**src/hdl/hrlp_pkg.sv**
```systemverilog
package hrlp_pkg;

  typedef enum logic [3:0] {
    PH_METHOD,
    PH_SEP1,
    PH_URI,
    PH_SEP2,
    PH_PROTO,
    PH_MAJ0,
    PH_MAJ,
    PH_MIN0,
    PH_MIN,
    PH_TRAIL
  } phase_t;

  localparam logic [2:0] ST_OK          = 3'd0;
  localparam logic [2:0] ST_BAD_SYNTAX  = 3'd1;
  localparam logic [2:0] ST_BAD_METHOD  = 3'd2;
  localparam logic [2:0] ST_BAD_PROTO   = 3'd3;
  localparam logic [2:0] ST_BAD_VERSION = 3'd4;

  localparam int unsigned NUM_METHODS = 4;
  localparam int unsigned BUF_DEPTH   = 2;

  typedef struct packed {
    logic       uri_valid;
    logic [7:0] uri_char;
    logic       line_done;
    logic [2:0] status;
    logic [1:0] method_code;
  } result_t;

  function automatic logic is_space(input logic [7:0] c);
    return (c == 8'h20) || (c >= 8'h09 && c <= 8'h0D);
  endfunction

  function automatic logic is_digit(input logic [7:0] c);
    return (c >= 8'h30) && (c <= 8'h39);
  endfunction

  function automatic logic is_word(input logic [7:0] c);
    return (c == 8'h5F) || is_digit(c) || (c >= 8'h41 && c <= 8'h5A) ||
           (c >= 8'h61 && c <= 8'h7A);
  endfunction

  function automatic logic is_crlf(input logic [7:0] c);
    return (c == 8'h0D) || (c == 8'h0A);
  endfunction

  function automatic logic [7:0] to_upper(input logic [7:0] c);
    return (c >= 8'h61 && c <= 8'h7A) ? (c - 8'h20) : c;
  endfunction

  // Method name characters; zero past the end of a name.
  function automatic logic [7:0] method_byte(input logic [1:0] k, input logic [2:0] pos);
    logic [7:0] b;
    b = 8'h00;
    case (k)
      2'd0: begin
        case (pos)
          3'd0: b = "G";
          3'd1: b = "E";
          3'd2: b = "T";
          default: b = 8'h00;
        endcase
      end
      2'd1: begin
        case (pos)
          3'd0: b = "H";
          3'd1: b = "E";
          3'd2: b = "A";
          3'd3: b = "D";
          default: b = 8'h00;
        endcase
      end
      2'd2: begin
        case (pos)
          3'd0: b = "P";
          3'd1: b = "O";
          3'd2: b = "S";
          3'd3: b = "T";
          default: b = 8'h00;
        endcase
      end
      default: begin
        case (pos)
          3'd0: b = "D";
          3'd1: b = "E";
          3'd2: b = "L";
          3'd3: b = "E";
          3'd4: b = "T";
          3'd5: b = "E";
          default: b = 8'h00;
        endcase
      end
    endcase
    return b;
  endfunction

  function automatic logic [2:0] method_len(input logic [1:0] k);
    logic [2:0] n;
    case (k)
      2'd0:    n = 3'd3;
      2'd1:    n = 3'd4;
      2'd2:    n = 3'd4;
      default: n = 3'd6;
    endcase
    return n;
  endfunction

  function automatic logic [7:0] proto_byte(input logic [2:0] pos);
    logic [7:0] b;
    case (pos)
      3'd0:    b = "H";
      3'd1:    b = "T";
      3'd2:    b = "T";
      3'd3:    b = "P";
      default: b = 8'h00;
    endcase
    return b;
  endfunction

  function automatic logic [7:0] version_byte(input logic [1:0] pos);
    logic [7:0] b;
    case (pos)
      2'd0:    b = "1";
      2'd1:    b = ".";
      2'd2:    b = "1";
      default: b = 8'h00;
    endcase
    return b;
  endfunction

endpackage

```
**src/hdl/hrlp_parse.sv**
```systemverilog
module hrlp_parse import hrlp_pkg::*; (
  input  logic       clk,
  input  logic       rst,
  input  logic       take,
  input  logic [7:0] data_byte,
  input  logic       last_byte,
  output result_t    result
);

  phase_t                 phase, phase_next;
  logic [NUM_METHODS-1:0] method_candidates, method_candidates_next;
  logic [2:0]             token_position, token_position_next;
  logic                   protocol_match, protocol_match_next;
  logic [1:0]             version_position, version_position_next;
  logic                   version_match, version_match_next;
  logic                   syntax_error, syntax_error_next;

  always_comb begin
    logic       bad;
    logic       uri_out;
    logic       sp;
    logic [7:0] u;
    phase_next             = phase;
    method_candidates_next = method_candidates;
    token_position_next    = token_position;
    protocol_match_next    = protocol_match;
    version_position_next  = version_position;
    version_match_next     = version_match;
    syntax_error_next      = syntax_error;
    bad     = 1'b0;
    uri_out = 1'b0;
    sp      = is_space(data_byte);
    u       = to_upper(data_byte);
    result  = '0;

    if (!syntax_error) begin
      unique case (phase) inside
        PH_METHOD: begin
          if (is_word(data_byte)) begin
            for (int k = 0; k < NUM_METHODS; k++) begin
              if (method_byte(2'(k), token_position) != u) begin
                method_candidates_next[k] = 1'b0;
              end
            end
            if (token_position != 3'd7) token_position_next = token_position + 3'd1;
          end else if (sp && token_position != 3'd0) begin
            for (int k = 0; k < NUM_METHODS; k++) begin
              if (method_len(2'(k)) != token_position) method_candidates_next[k] = 1'b0;
            end
            phase_next = PH_SEP1;
          end else begin
            bad = 1'b1;
          end
        end
        PH_SEP1: begin
          if (!sp) begin
            phase_next = PH_URI;
            uri_out    = 1'b1;
          end
        end
        PH_URI: begin
          if (sp) phase_next = PH_SEP2;
          else uri_out = 1'b1;
        end
        PH_SEP2: begin
          if (is_word(data_byte)) begin
            phase_next          = PH_PROTO;
            token_position_next = 3'd1;
            if (proto_byte(3'd0) != u) protocol_match_next = 1'b0;
          end else if (!sp) begin
            bad = 1'b1;
          end
        end
        PH_PROTO: begin
          if (is_word(data_byte)) begin
            if (proto_byte(token_position) != u) protocol_match_next = 1'b0;
            if (token_position != 3'd7) token_position_next = token_position + 3'd1;
          end else if (data_byte == "/") begin
            if (token_position != 3'd4) protocol_match_next = 1'b0;
            phase_next = PH_MAJ0;
          end else begin
            bad = 1'b1;
          end
        end
        PH_MAJ0, PH_MAJ, PH_MIN0, PH_MIN: begin
          if (is_digit(data_byte) ||
              (phase == PH_MAJ && data_byte == ".")) begin
            if (version_byte(version_position) != data_byte) version_match_next = 1'b0;
            if (version_position != 2'd3) begin
              version_position_next = version_position + 2'd1;
            end
            if (phase == PH_MAJ0) phase_next = PH_MAJ;
            else if (phase == PH_MIN0) phase_next = PH_MIN;
            else if (phase == PH_MAJ && data_byte == ".") phase_next = PH_MIN0;
          end else if (phase == PH_MIN && is_crlf(data_byte)) begin
            phase_next = PH_TRAIL;
          end else begin
            bad = 1'b1;
          end
        end
        PH_TRAIL: begin
          if (!is_crlf(data_byte)) bad = 1'b1;
        end
        default: bad = 1'b1;
      endcase
      if (bad) syntax_error_next = 1'b1;
    end

    result.uri_valid = uri_out;
    result.uri_char  = uri_out ? data_byte : 8'h00;
    result.line_done = last_byte;
    if (last_byte) begin
      if (syntax_error_next || (phase_next != PH_MIN && phase_next != PH_TRAIL)) begin
        result.status = ST_BAD_SYNTAX;
      end else if (method_candidates_next == '0) begin
        result.status = ST_BAD_METHOD;
      end else if (!protocol_match_next) begin
        result.status = ST_BAD_PROTO;
      end else if (!version_match_next || version_position_next != 2'd3) begin
        result.status = ST_BAD_VERSION;
      end else begin
        result.status = ST_OK;
        for (int k = NUM_METHODS - 1; k >= 0; k--) begin
          if (method_candidates_next[k]) result.method_code = 2'(k);
        end
      end
    end
  end

  always_ff @(posedge clk) begin
    if (rst || (take && last_byte)) begin
      phase             <= PH_METHOD;
      method_candidates <= '1;
      token_position    <= 3'd0;
      protocol_match    <= 1'b1;
      version_position  <= 2'd0;
      version_match     <= 1'b1;
      syntax_error      <= 1'b0;
    end else if (take) begin
      phase             <= phase_next;
      method_candidates <= method_candidates_next;
      token_position    <= token_position_next;
      protocol_match    <= protocol_match_next;
      version_position  <= version_position_next;
      version_match     <= version_match_next;
      syntax_error      <= syntax_error_next;
    end
  end

endmodule

```
**src/hdl/hrlp_out_buf.sv**
```systemverilog
module hrlp_out_buf import hrlp_pkg::*; (
  input  logic    clk,
  input  logic    rst,
  input  logic    push,
  input  result_t push_data,
  output logic    full,
  output logic    out_valid,
  input  logic    out_stall,
  output result_t head
);

  localparam int unsigned CntW = $clog2(BUF_DEPTH + 1);

  logic [CntW-1:0] cnt;
  result_t         ent0, ent1;
  logic            pop;

  assign pop       = out_valid && !out_stall;
  assign out_valid = (cnt != '0);
  assign full      = (cnt == CntW'(BUF_DEPTH));
  assign head      = ent0;

  always_ff @(posedge clk) begin
    if (rst) begin
      cnt <= '0;
    end else if (push && !pop) begin
      cnt <= cnt + CntW'(1);
    end else if (pop && !push) begin
      cnt <= cnt - CntW'(1);
    end
  end

  always_ff @(posedge clk) begin
    if (push && pop) begin
      if (cnt == CntW'(1)) begin
        ent0 <= push_data;
      end else begin
        ent0 <= ent1;
        ent1 <= push_data;
      end
    end else if (push) begin
      if (cnt == '0) ent0 <= push_data;
      else ent1 <= push_data;
    end else if (pop) begin
      ent0 <= ent1;
    end
  end

endmodule

```
**src/hdl/http_request_line_parser_unit.sv**
```systemverilog
// HTTP request line parser: takes one byte of the request line per word,
// with last_byte set on the final byte, and returns exactly one result word
// per input word. URI bytes come out with uri_valid set; the result of the
// final byte carries line_done, the status (ok, bad syntax, unknown method,
// wrong protocol, unsupported version) and, when ok, the method code. The
// parser state updates in the cycle a word is accepted, so a new byte is
// taken every cycle while the output buffer has room; results wait in that
// two-word buffer, and in_stall rises only when it is full. Each result is
// registered into the buffer when its byte is accepted. After the final
// byte the parser is back in its start state for the next line.
module http_request_line_parser_unit import hrlp_pkg::*; (
  input  logic       clk,
  input  logic       rst,
  input  logic       in_valid,
  output logic       in_stall,
  input  logic [7:0] data_byte,
  input  logic       last_byte,
  output logic       out_valid,
  input  logic       out_stall,
  output logic       uri_valid,
  output logic [7:0] uri_char,
  output logic       line_done,
  output logic [2:0] status,
  output logic [1:0] method_code
);

  logic    take;
  logic    full;
  result_t result;
  result_t head;

  assign in_stall = full;
  assign take     = in_valid && !full;

  hrlp_parse u_parse (
    .clk       (clk),
    .rst       (rst),
    .take      (take),
    .data_byte (data_byte),
    .last_byte (last_byte),
    .result    (result)
  );

  hrlp_out_buf u_out_buf (
    .clk       (clk),
    .rst       (rst),
    .push      (take),
    .push_data (result),
    .full      (full),
    .out_valid (out_valid),
    .out_stall (out_stall),
    .head      (head)
  );

  assign uri_valid   = head.uri_valid;
  assign uri_char    = head.uri_char;
  assign line_done   = head.line_done;
  assign status      = head.status;
  assign method_code = head.method_code;

endmodule

```
**config.mk**
```make
export PLATFORM = sky130hd
export DESIGN_NAME = http_request_line_parser_unit
export DESIGN_NICKNAME = d
export VERILOG_FILES = /design/src/hdl/hrlp_pkg.sv /design/src/hdl/hrlp_parse.sv /design/src/hdl/hrlp_out_buf.sv /design/src/hdl/http_request_line_parser_unit.sv
export SDC_FILE = /design/constraint.sdc
export NUM_CORES = 1
export LEC_CHECK = 0
export BUFFER_PORTS_ARGS = -buffer_cell sky130_fd_sc_hd__buf_2
export CAP_MARGIN = 40
export CELL_PAD_IN_SITES_DETAIL_PLACEMENT = 0
export CELL_PAD_IN_SITES_GLOBAL_PLACEMENT = 2
export CORE_MARGIN = 5
export CORE_UTILIZATION = 34
export DETAILED_ROUTE_END_ITERATION = 10
export GPL_TIMING_DRIVEN = 0
export PLACE_DENSITY_LB_ADDON = 0.2
export SYNTH_ARGS = -nofsm -noshare
export SYNTH_HDL_FRONTEND = slang
export SYNTH_SLANG_ARGS = --single-unit
```
**constraint.sdc**
```tcl
create_clock -name clk -period 2.5 [get_ports clk]
set_input_delay 0.25 -clock clk [delete_from_list [all_inputs] [get_ports clk]]
set_output_delay 0.25 -clock clk [all_outputs]
set_load 0.02 [all_outputs]
```
# After elaboration in Yosys (flattened, before gate mapping)
# Index checks and enable logic that the tools add are counted.
# classes
add_sub_neg,5
n_lt_le_gt_ge,8
n_eq_ne,46
muxes,123
bitwise,1
reduce_logical,48
# op_table
cell,n
$mux 8,20
$mux 15,9
$pmux 7 s4,3
$mux 4,17
$mux 3,19
$ne 8x8->1,6
$pmux 7 s3,2
$mux 1,33
$mux 2,14
$eq 8x6->1 const B,3
$pmux 4 s6,1
$eq 4x3->1 const B,4
$eq 8x4->1 const B,2
$ge 8x7->1 const B,2
$le 8x7->1 const B,2
$logic_and 1x1->1,14
$pmux 6 s2,1
$logic_or 1x1->1,9
$ne 3x3->1,3
$ne 3x3->1 const B,3
$eq 4x2->1 const B,2
$eq 4x4->1 const B,2
$eq 8x7->1 const B,1
$ge 8x4->1 const B,1
other kinds (34),58
# word_totals
register_bits,48
inputBits,13
out_inout_bits,17
elab_cells,249

# Longest topological paths before layout
# Gate-level depths: netlist of run 1.
# depth
ltp_word,26
depth_mapped,12

# Modules after synthesis
# Synthesis of run 1 repeated with hierarchy kept, for this count alone.
# unflattened
cells_unflattened,379
area_unflattened_um2,3580.9
# modules_own_cells
module,instances,cells_each,area_each_um2,seq_area_each_um2
hrlp_parse,1,310,2237.1,320.3
hrlp_out_buf,1,68,1330.0,940.9
http_request_line_parser_unit,1,1,13.8,0.0

# Least setup slack after synthesis of run 1
# OpenSTA, ideal clock, no wires.
# synth_timing
kind,register to register
from,reg u_out_buf.cnt[0]
to,reg u_out_buf.ent0 (netlist bit u_out_buf.head[0]) (enable)
setup_time_ps,408
arrival_time_ps,2386
required_ps,2092
setup_slack_ps,-293
stages_incl_launch_ff,7
path_buffers,2
period_less_slack_ps,2793
path_cell_list,dfxtp_1 -> inv_1 -> ha_1 -> nand2b_1 -> clkbuf_1 -> buf_1 -> o21ai_0
# synth_via
elab_chain_cells,6
elab_cells_between_ends,10
classes_between,2 x eq/ne; 8 x reduce/logical
# synth_lines
element,line_no,text
"start, declared",hrlp_out_buf.sv:14,logic [CntW-1:0] cnt;
"start signal, assigned",hrlp_out_buf.sv:27,cnt <= cnt + CntW'(1);
"start signal, assigned",hrlp_out_buf.sv:29,cnt <= cnt - CntW'(1);
$eq 2x2->1 (*),hrlp_out_buf.sv:20,assign full = (cnt == CntW'(BUF_DEPTH));
net in_stall,http_request_line_parser_unit.sv:15,"output logic in_stall,"
$logic_not 1->1 (*),http_request_line_parser_unit.sv:33,assign take = in_valid && !full;
$logic_and 1x1->1 (*),http_request_line_parser_unit.sv:33,
$logic_and 1x1->1,hrlp_out_buf.sv:34,if (push && pop) begin
$ne 3x3->1 (no line) / $reduce_bool 3->1 (equally long branches),--,
$reduce_and 2->1 (no line) (*),--,
"end signal, assigned",hrlp_out_buf.sv:36,ent0 <= push_data;
"end signal, assigned",hrlp_out_buf.sv:38,ent0 <= ent1;
"end signal, assigned",hrlp_out_buf.sv:42,if (cnt == '0) ent0 <= push_data;
"end, declared",hrlp_out_buf.sv:15,"result_t ent0, ent1;"
# The timed path passes the listed nets; every way through them passes the cells marked *.
# A chain may end at the register's enable or synchronous reset.

==> results by group, run 1 <==
Layout
  – Syn-to-layout area delta: 25.1%
  – Share of cells above drive strength 1: 28.7%
  – Post-route cell area: around 0.0045 mm²
  – N_diodes: 0
  – Final Util: 43.7%
  – Nets: 493
  – Non-filler cells, final: 603

Placed design
  – Detailed Place HPWL: 8.22 mm
  – Placed cell areas: 0.00395 mm²
  – Number of cells after detailed placement: 582
  – RePlAce Congestion: ~0.85
  – Port-buffer cells: 27

Yosys
  – Predominant post-synthesis flop cell: edfxtp_1
  – Cell Area, Synth: 0.00362 mm²
  – Synth top area cells: edfxtp_1, dfxtp_1, ha_1, a21oi_1, nor2_1
  – Post-synthesis sequential area ratio: a little over a third
  – Post-synth ARST share: 0%
  – Mapped Nets: between 400 and 500
  – Number of flops mapped to enable cells by yosys: 30
  – Cell accounting for the most synthesized area: edfxtp_1
  – Commonest cells in the netlist: nor2_1, nand2_1, edfxtp_1, a21oi_1, clkbuf_1
  – Most frequent cell after synthesis: nor2_1
  – Synth unique cells: 74
  – Share of the synthesized area in the top cell type: between 20% and 30%
  – Yosys warning count: 0
  – #FFs+latches synth: 48
  – Syn Inst Count: 418
  – Avg Inst Size Synth: 8.66 µm²

Worst setup path
  – WP data arrival: 2760 ps
  – Worst setup SP type: input port
  – Setup Crit Path Kind: in2reg
  – CP required: roughly 2700 ps
  – Worst setup EP type: flop
  – Critical Path Fanout Max: 10
  – Reg2reg start: u_parse.phase[1]$_SDFFE_PP0P_
  – Crit path launch: data_byte[6]

GRT
  – Global-route usage over all layers: 17.8%
  – Vias in the first global route: 3317
  – Largest net degree at the start of global routing: 16
  – First-pass GRT wire length: 18.3 mm
  – Remaining Overflow, GRT: 0
  – Initial antenna violation count: 0

CTS
  – H-tree depth: 2
  – Hold-fix buffers, CTS: 0
  – CTS buffer count: 5
  – Clk_lat worst skew: around 300 ps
  – # clock sinks: 48
  – CTS root buf: clkbuf_8
  – TritonCTS clock tree: built
  – Longest Clk Path Bufs: 2
  – Clock transition at path regs: 100 ps

STA
  – Final Critical Period: 2590 ps
  – Final setup fails: 8
  – Worst setup margin: -88.1 ps
  – Final hold slack: 135 ps
  – RSZ-0062 raised after global routing: true
  – Fin. Hold Viols: 0
  – Worst-case clock skew: 9.62 ps
  – Slew headroom: 51.6%
  – Period utilisation layout: 104%
  – Fin. max-slew vios: 0
  – F_max: between 0.3 and 0.4 GHz
  – Slew at the pin closest to its max-slew limit: between 700 and 800 ps

Power
  – Total power per unit cell area: around 700 mW/mm²
  – VDD IR max: approximately 0.00032 V
  – P_leak: between 1.5 and 2 nW

Routing
  – Vias: 3404
  – WL per Instance: about 19 µm
  – DRC Markers: 0
  – Final ANT Viol Nets: 0
  – Vias per inst: 5.65
  – Pre-antenna DRT Iters: 4
  – DRT iter0 DRCs: 210
  – Routed WL: around 11 mm

Die
  – FP Rows: 37
  – Die Span Y: 113 µm
  – DIE WIDTH: 113 µm
  – Full die area: 0.0128 mm²
  – Initial Util: 34.9%
  – IO Count: 30
  – Core Footprint: 0.0104 mm²

Min path
  – Hold path start: rst
  – Tightest Hold Check Type: in2reg

Run status
  – Status: complete, but fails checks
  – Failing checks: negative setup slack

Run
  – Max Cap Viol: 0
-- cells by family (layout without fill, tap and decap cells) --
family,after synthesis,after routing,synth area share (%)
simple gates,169,169,25.1
compound gates,119,120,24.7
flops,48,48,34.8
buf+inv,48,96,5.32
fa+ha+maj,14,14,4.84
xor+xnor,10,10,2.42
mux,10,10,2.80
-- cells in the final DEF, fill, tap and decap left out, types with 6 or more instances in the layout --
| cell type | instances |
|---|---|
| a21oi_1 | 25 |
| a221oi_1 | 8 |
| and2_1 | 7 |
| and3_1 | 7 |
| buf_2 | 30 |
| buf_4 | 16 |
| clkbuf_1 | 13 |
| clkbuf_8 | 7 |
| dfxtp_1 | 11 |
| edfxtp_1 | 30 |
| ha_1 | 9 |
| inv_1 | 15 |
| mux2i_1 | 9 |
| nand2_1 | 30 |
| nand2b_1 | 9 |
| nand3_1 | 12 |
| nor2_1 | 31 |
| nor2b_1 | 7 |
| nor3_1 | 14 |
| o21ai_0 | 9 |
| o31ai_1 | 6 |
-- worst max-delay path, stage by stage --
cell,delay [ps]
buf_2,130
clkbuf_2,210
or3b_4,460
nor3_4,230
nor2_4,130
a2111oi_4,410
nor2b_1,170
o2bb2ai_4,190
o31a_1,350
buf_4,140
nor2_1,70
-- worst paths after layout --
path	endpoint	slack, ps	cells past startpoint
setup / recovery	u_out_buf.ent1[3]$_DFFE_PP_	-90	11
setup reg to reg	u_out_buf.head[1]$_DFFE_PP_	-80	8
hold / removal	u_out_buf.cnt[0]$_SDFFE_PP0P_	140	2
hold reg to reg	u_parse.version_match$_SDFFE_PP1P_	470	2
-- through the flow --
| step | setup slack (ps) | total power (W) | TNS [ps] |
|---|---|---|---|
| floorplan | -2.81 | 0.00211 | -6.08 |
| global placement | -818 | 0.00247 | -25660 |
| detailed placement | -830 | 0.00249 | -21910 |
| CTS | -150 | 0.00317 | -776 |
| global route | -222 | 0.00338 | -1530 |
| finish | -88.1 | 0.00317 | -499 |
-- final cells by class --
class,instances,area (µm²)
Clock buffer,6,82.6
Sequential cell,48,1280
Timing Repair Buffer,42,248
Clock inverter,2,13.8
Tap cell,136,170
Multi-Input combinational cell,323,2510
Inverter,17,68.8
Buffer,29,159
Fill cell,1053,5840
-- metal layers --
metal,up-vias,track usage [%],part of all wire [%]
li1,1677,-,-
met1,1638,24.8,48
met2,73,29.1,47
met3,16,1.82,3.3
met4,0,5.13,2.1
met5,-,0,0
-- registers in the layout (all words and copies together), names as in the netlist --
name and flops:
u_parse.token_position 3, u_out_buf.cnt 2, u_parse.phase 4, u_parse.syntax_error 1, u_parse.protocol_match 1, u_out_buf.head 15
u_parse.method_candidates 4, u_parse.version_position 2, u_out_buf.ent1 15, u_parse.version_match 1
-- timing repair --
| action | 4_1_cts | 5_1_grt |
|---|---|---|
| pin swaps | 10 | 15 |
| cloned | 1 | 0 |
| resized for setup | 53 | 43 |
| endpoints found under the setup margin | 47 | 19 |
| setup buffers | 6 | 8 |
-- report_power, final --
| part | internal, W | total, W | switching (W) |
|---|---|---|---|
| logic | 0.000542 | 0.00147 | 0.000927 |
| registers | 0.00111 | 0.00119 | 0.0000730 |
| clock network | 0.000226 | 0.000511 | 0.000286 |
No activity file was read; power rests on OpenSTA's default activity.
==> run 2, diff against run 1 <==
- PLACE_DENSITY_LB_ADDON: 0.2 -> 0.1
==> run 2 against run 1 <==
  * Die area did not move
  * Power increased by 2.2%
  * Register-to-register slack got worse by 30 ps
  * Sequential share of layout area up 0.31 points
  * The run still ends with negative setup slack left
  * Worst hold slack lost 8.6 ps
  * Clock-buffer cell count stayed put
  * Routed wire length is 0.23% lower
  * Global-route usage rose by 0.18 points
  * Non-clock buffer count did not move
  * Cell area shrank 0.99%
  * Via count is 0.82% lower
  * Critical path depth is 3 lower
==> results by group, run 2 (synthesized netlist as in run 1, its figures left out) <==
Layout
  – Share of cells above drive strength 1: 27.9% (was 28.7%)
  – Most common cell after layout, fill and taps aside: nand2_1 (was nor2_1)
  – N_diodes: 0 (unchanged)
  – Nets: 492 (was 493)
  – Post-route cell area: 0.00449 mm² (was 0.00453 mm²)
  – Final Util: 43.3% (was 43.7%)
  – Commonest cells after routing, fill and taps aside: nand2_1, buf_2, nor2_1 (was nor2_1, buf_2, nand2_1, edfxtp_1, a21oi_1)
  – Non-filler cells, final: 602 (was 603)
  – Syn-to-layout area delta: 23.9% (was 25.1%)

CTS
  – CTS buffer count: 5 (unchanged)
  – TritonCTS clock tree: built (unchanged)
  – CTS root buf: clkbuf_8 (unchanged)
  – Hold-fix buffers, CTS: 0 (unchanged)
  – # clock sinks: 48 (unchanged)
  – Clk_lat worst skew: 310 ps (was 300 ps)
  – H-tree depth: 2 (unchanged)
  – Clock transition at path regs: 100 ps (about the same)
  – Longest Clk Path Bufs: 2 (unchanged)

Power
  – VDD IR max: 0.000336 V (was 0.000317 V)
  – Pwr Total: 0.00324 W (was 0.00317 W)
  – P_leak: 1.65 nW (about the same)
  – Total power per unit cell area: 722 mW/mm² (was 699 mW/mm²)

Placed design
  – Port-buffer cells: 27 (unchanged)
  – RePlAce Congestion: 0.853 (was 0.848)
  – Placed cell areas: 0.00395 mm² (unchanged)
  – Pre-CTS setup slack: -893 ps (was -830 ps)
  – Detailed Place HPWL: 8.30 mm (was 8.22 mm)
  – Number of cells after detailed placement: 582 (unchanged)

Worst setup path
  – CP max-delay cell: or3_4 (was or3b_4)
  – Setup Crit Path Kind: reg2reg (was in2reg)
  – Most used cell, CP: or3_4
  – Critical Path Fanout Max: 5 (was 10)
  – Worst setup EP type: flop (unchanged)
  – CP delay by family, top: simple AND/OR/NAND/NOR gates (unchanged)
  – Stages on the worst setup path: 8 (was 11)
  – Max stage delay on crit path: 420 ps (was 460 ps)
  – Worst r2r path cells: 8 (unchanged)
  – Crit-path cells: or3_4 > or3_4 > or3_4 > o21ai_1 > o22ai_4 > nor2_4 > nand4_4 > o31ai_1 (was buf_2 > clkbuf_2 > or3b_4 > nor3_4 > nor2_4 > a2111oi_4 > nor2b_1 > o2bb2ai_4 > o31a_1 > buf_4 > nor2_1)
  – WP buf/inv: 0 (was 3)
  – Worst setup SP type: flop (was input port)
  – WP data arrival: 2750 ps (was 2760 ps)
  – CP required: 2640 ps (was 2670 ps)

Die
  – Full die area: 0.0128 mm² (unchanged)
  – IO Count: 30 (unchanged)
  – FP Rows: 37 (unchanged)
  – Core Footprint: 0.0104 mm² (unchanged)
  – Initial Util: 34.9% (unchanged)
  – DIE WIDTH: 113 µm (unchanged)
  – Die Span Y: 113 µm (unchanged)

Routing
  – Routed WL: 11.2 mm (about the same)
  – DRC Markers: 0 (unchanged)
  – Top Layer Used: met4 (unchanged)
  – Pre-antenna DRT Iters: 4 (unchanged)
  – DRT iter0 DRCs: 249 (was 210)
  – Vias: 3376 (was 3404)
  – Metal-1 WL: 5.23 mm (was 5.37 mm)
  – Met3 wire len: 433 µm (was 372 µm)
  – Final ANT Viol Nets: 0 (unchanged)
  – Vias per inst: 5.61 (was 5.65)
  – Met2 routed wirelength: 5.41 mm (was 5.27 mm)
  – WL per Instance: 18.6 µm (about the same)

STA
  – Final Critical Period: 2610 ps (was 2590 ps)
  – Final setup fails: 7 (was 8)
  – Fin. Hold Viols: 0 (unchanged)
  – F_max: 0.383 GHz (was 0.386 GHz)
  – RSZ-0062 raised after global routing: true (unchanged)
  – Period utilisation layout: 104% (about the same)
  – Fin. max-slew vios: 0 (unchanged)
  – Slew at the pin closest to its max-slew limit: 702 ps (was 725 ps)
  – Worst-case clock skew: 11.5 ps (was 9.62 ps)
  – Worst setup margin: -111 ps (was -88.1 ps)
  – Slew headroom: 53.2% (was 51.6%)

Run status
  – Status: complete, but fails checks (unchanged)
  – Failing checks: negative setup slack (unchanged)

GRT
  – Initial antenna violation count: 0 (unchanged)
  – Vias in the first global route: 3229 (was 3317)
  – First-pass GRT wire length: 18.3 mm (about the same)
  – Global-route usage over all layers: 18.0% (was 17.8%)
  – Largest net degree at the start of global routing: 16 (unchanged)
  – Remaining Overflow, GRT: 0 (unchanged)

Min path
  – Tightest Hold Check Type: in2reg (unchanged)
  – Hold path depth: 1 (was 2)

Run
  – Max Cap Viol: 0 (unchanged)
## run 2: worst reg2reg max path, delay by kind of cell, from the launching register on
| family | cells | cell delay [ps] |
|---|---|---|
| AOI/OAI and AO/OA | 3 | 630 |
| DFF | 1 | 360 |
| and+or+nand+nor | 5 | 1480 |
## run 2: through the flow
| step | TNS (ps) | hold WS [ps] |
|---|---|---|
| 5_1_grt | -1330 | 112 |
| 3_5_place_dp | -22540 | 445 |
| 6_report | -446 | 127 |
| 2_1_floorplan | -6.08 | 322 |
| 4_1_cts | -869 | 117 |
| 3_3_place_gp | -25980 | 446 |
## run 2: report_power, final
| part | switching [W] | leakage, nW | internal, W |
|---|---|---|---|
| Clock | 0.000285 | 0.0614 | 0.000328 |
| Sequential | 0.0000715 | 0.442 | 0.00111 |
| Combinational | 0.000908 | 1.14 | 0.000531 |
| Total | 0.00126 | 1.65 | 0.00197 |
## run 2: area by class of cell
cell class	instances	area [µm²]
inverter	17	66.3
buffer	29	154
clock inverter	2	38.8
timing repair buffer	42	251
tap	136	170
fill	1039	5880
clock buffer	6	82.6
multi-input combinational	322	2440
sequential	48	1280
## run 2: what timing repair did
action | 4_1_cts | 5_1_grt
resized for setup | 53 | 35
setup buffers | 7 | 7
endpoints found under the setup margin | 51 | 44
pin swaps | 12 | 18
## run 2: path summary, 6_finish.rpt
kind | slack, ps | start | to
setup / recovery | -110 | u_parse.phase[1]$_SDFFE_PP0P_ | u_out_buf.head[1]$_DFFE_PP_
hold / removal | 130 | last_byte | u_out_buf.ent1[5]$_DFFE_PP_
hold reg to reg | 470 | u_parse.method_candidates[1]$_SDFFE_PP1P_ | u_parse.method_candidates[1]$_SDFFE_PP1P_
setup reg to reg | -110 | u_parse.phase[1]$_SDFFE_PP0P_ | u_out_buf.head[1]$_DFFE_PP_
## run 2: routing by layer
metal / global-route usage [%] / vias to the layer above
li1: - / 1667
met1: 25.4 / 1629
met2: 29.5 / 69
met3: 2.19 / 11
met4: 3.53 / 0
met5: 0 / -
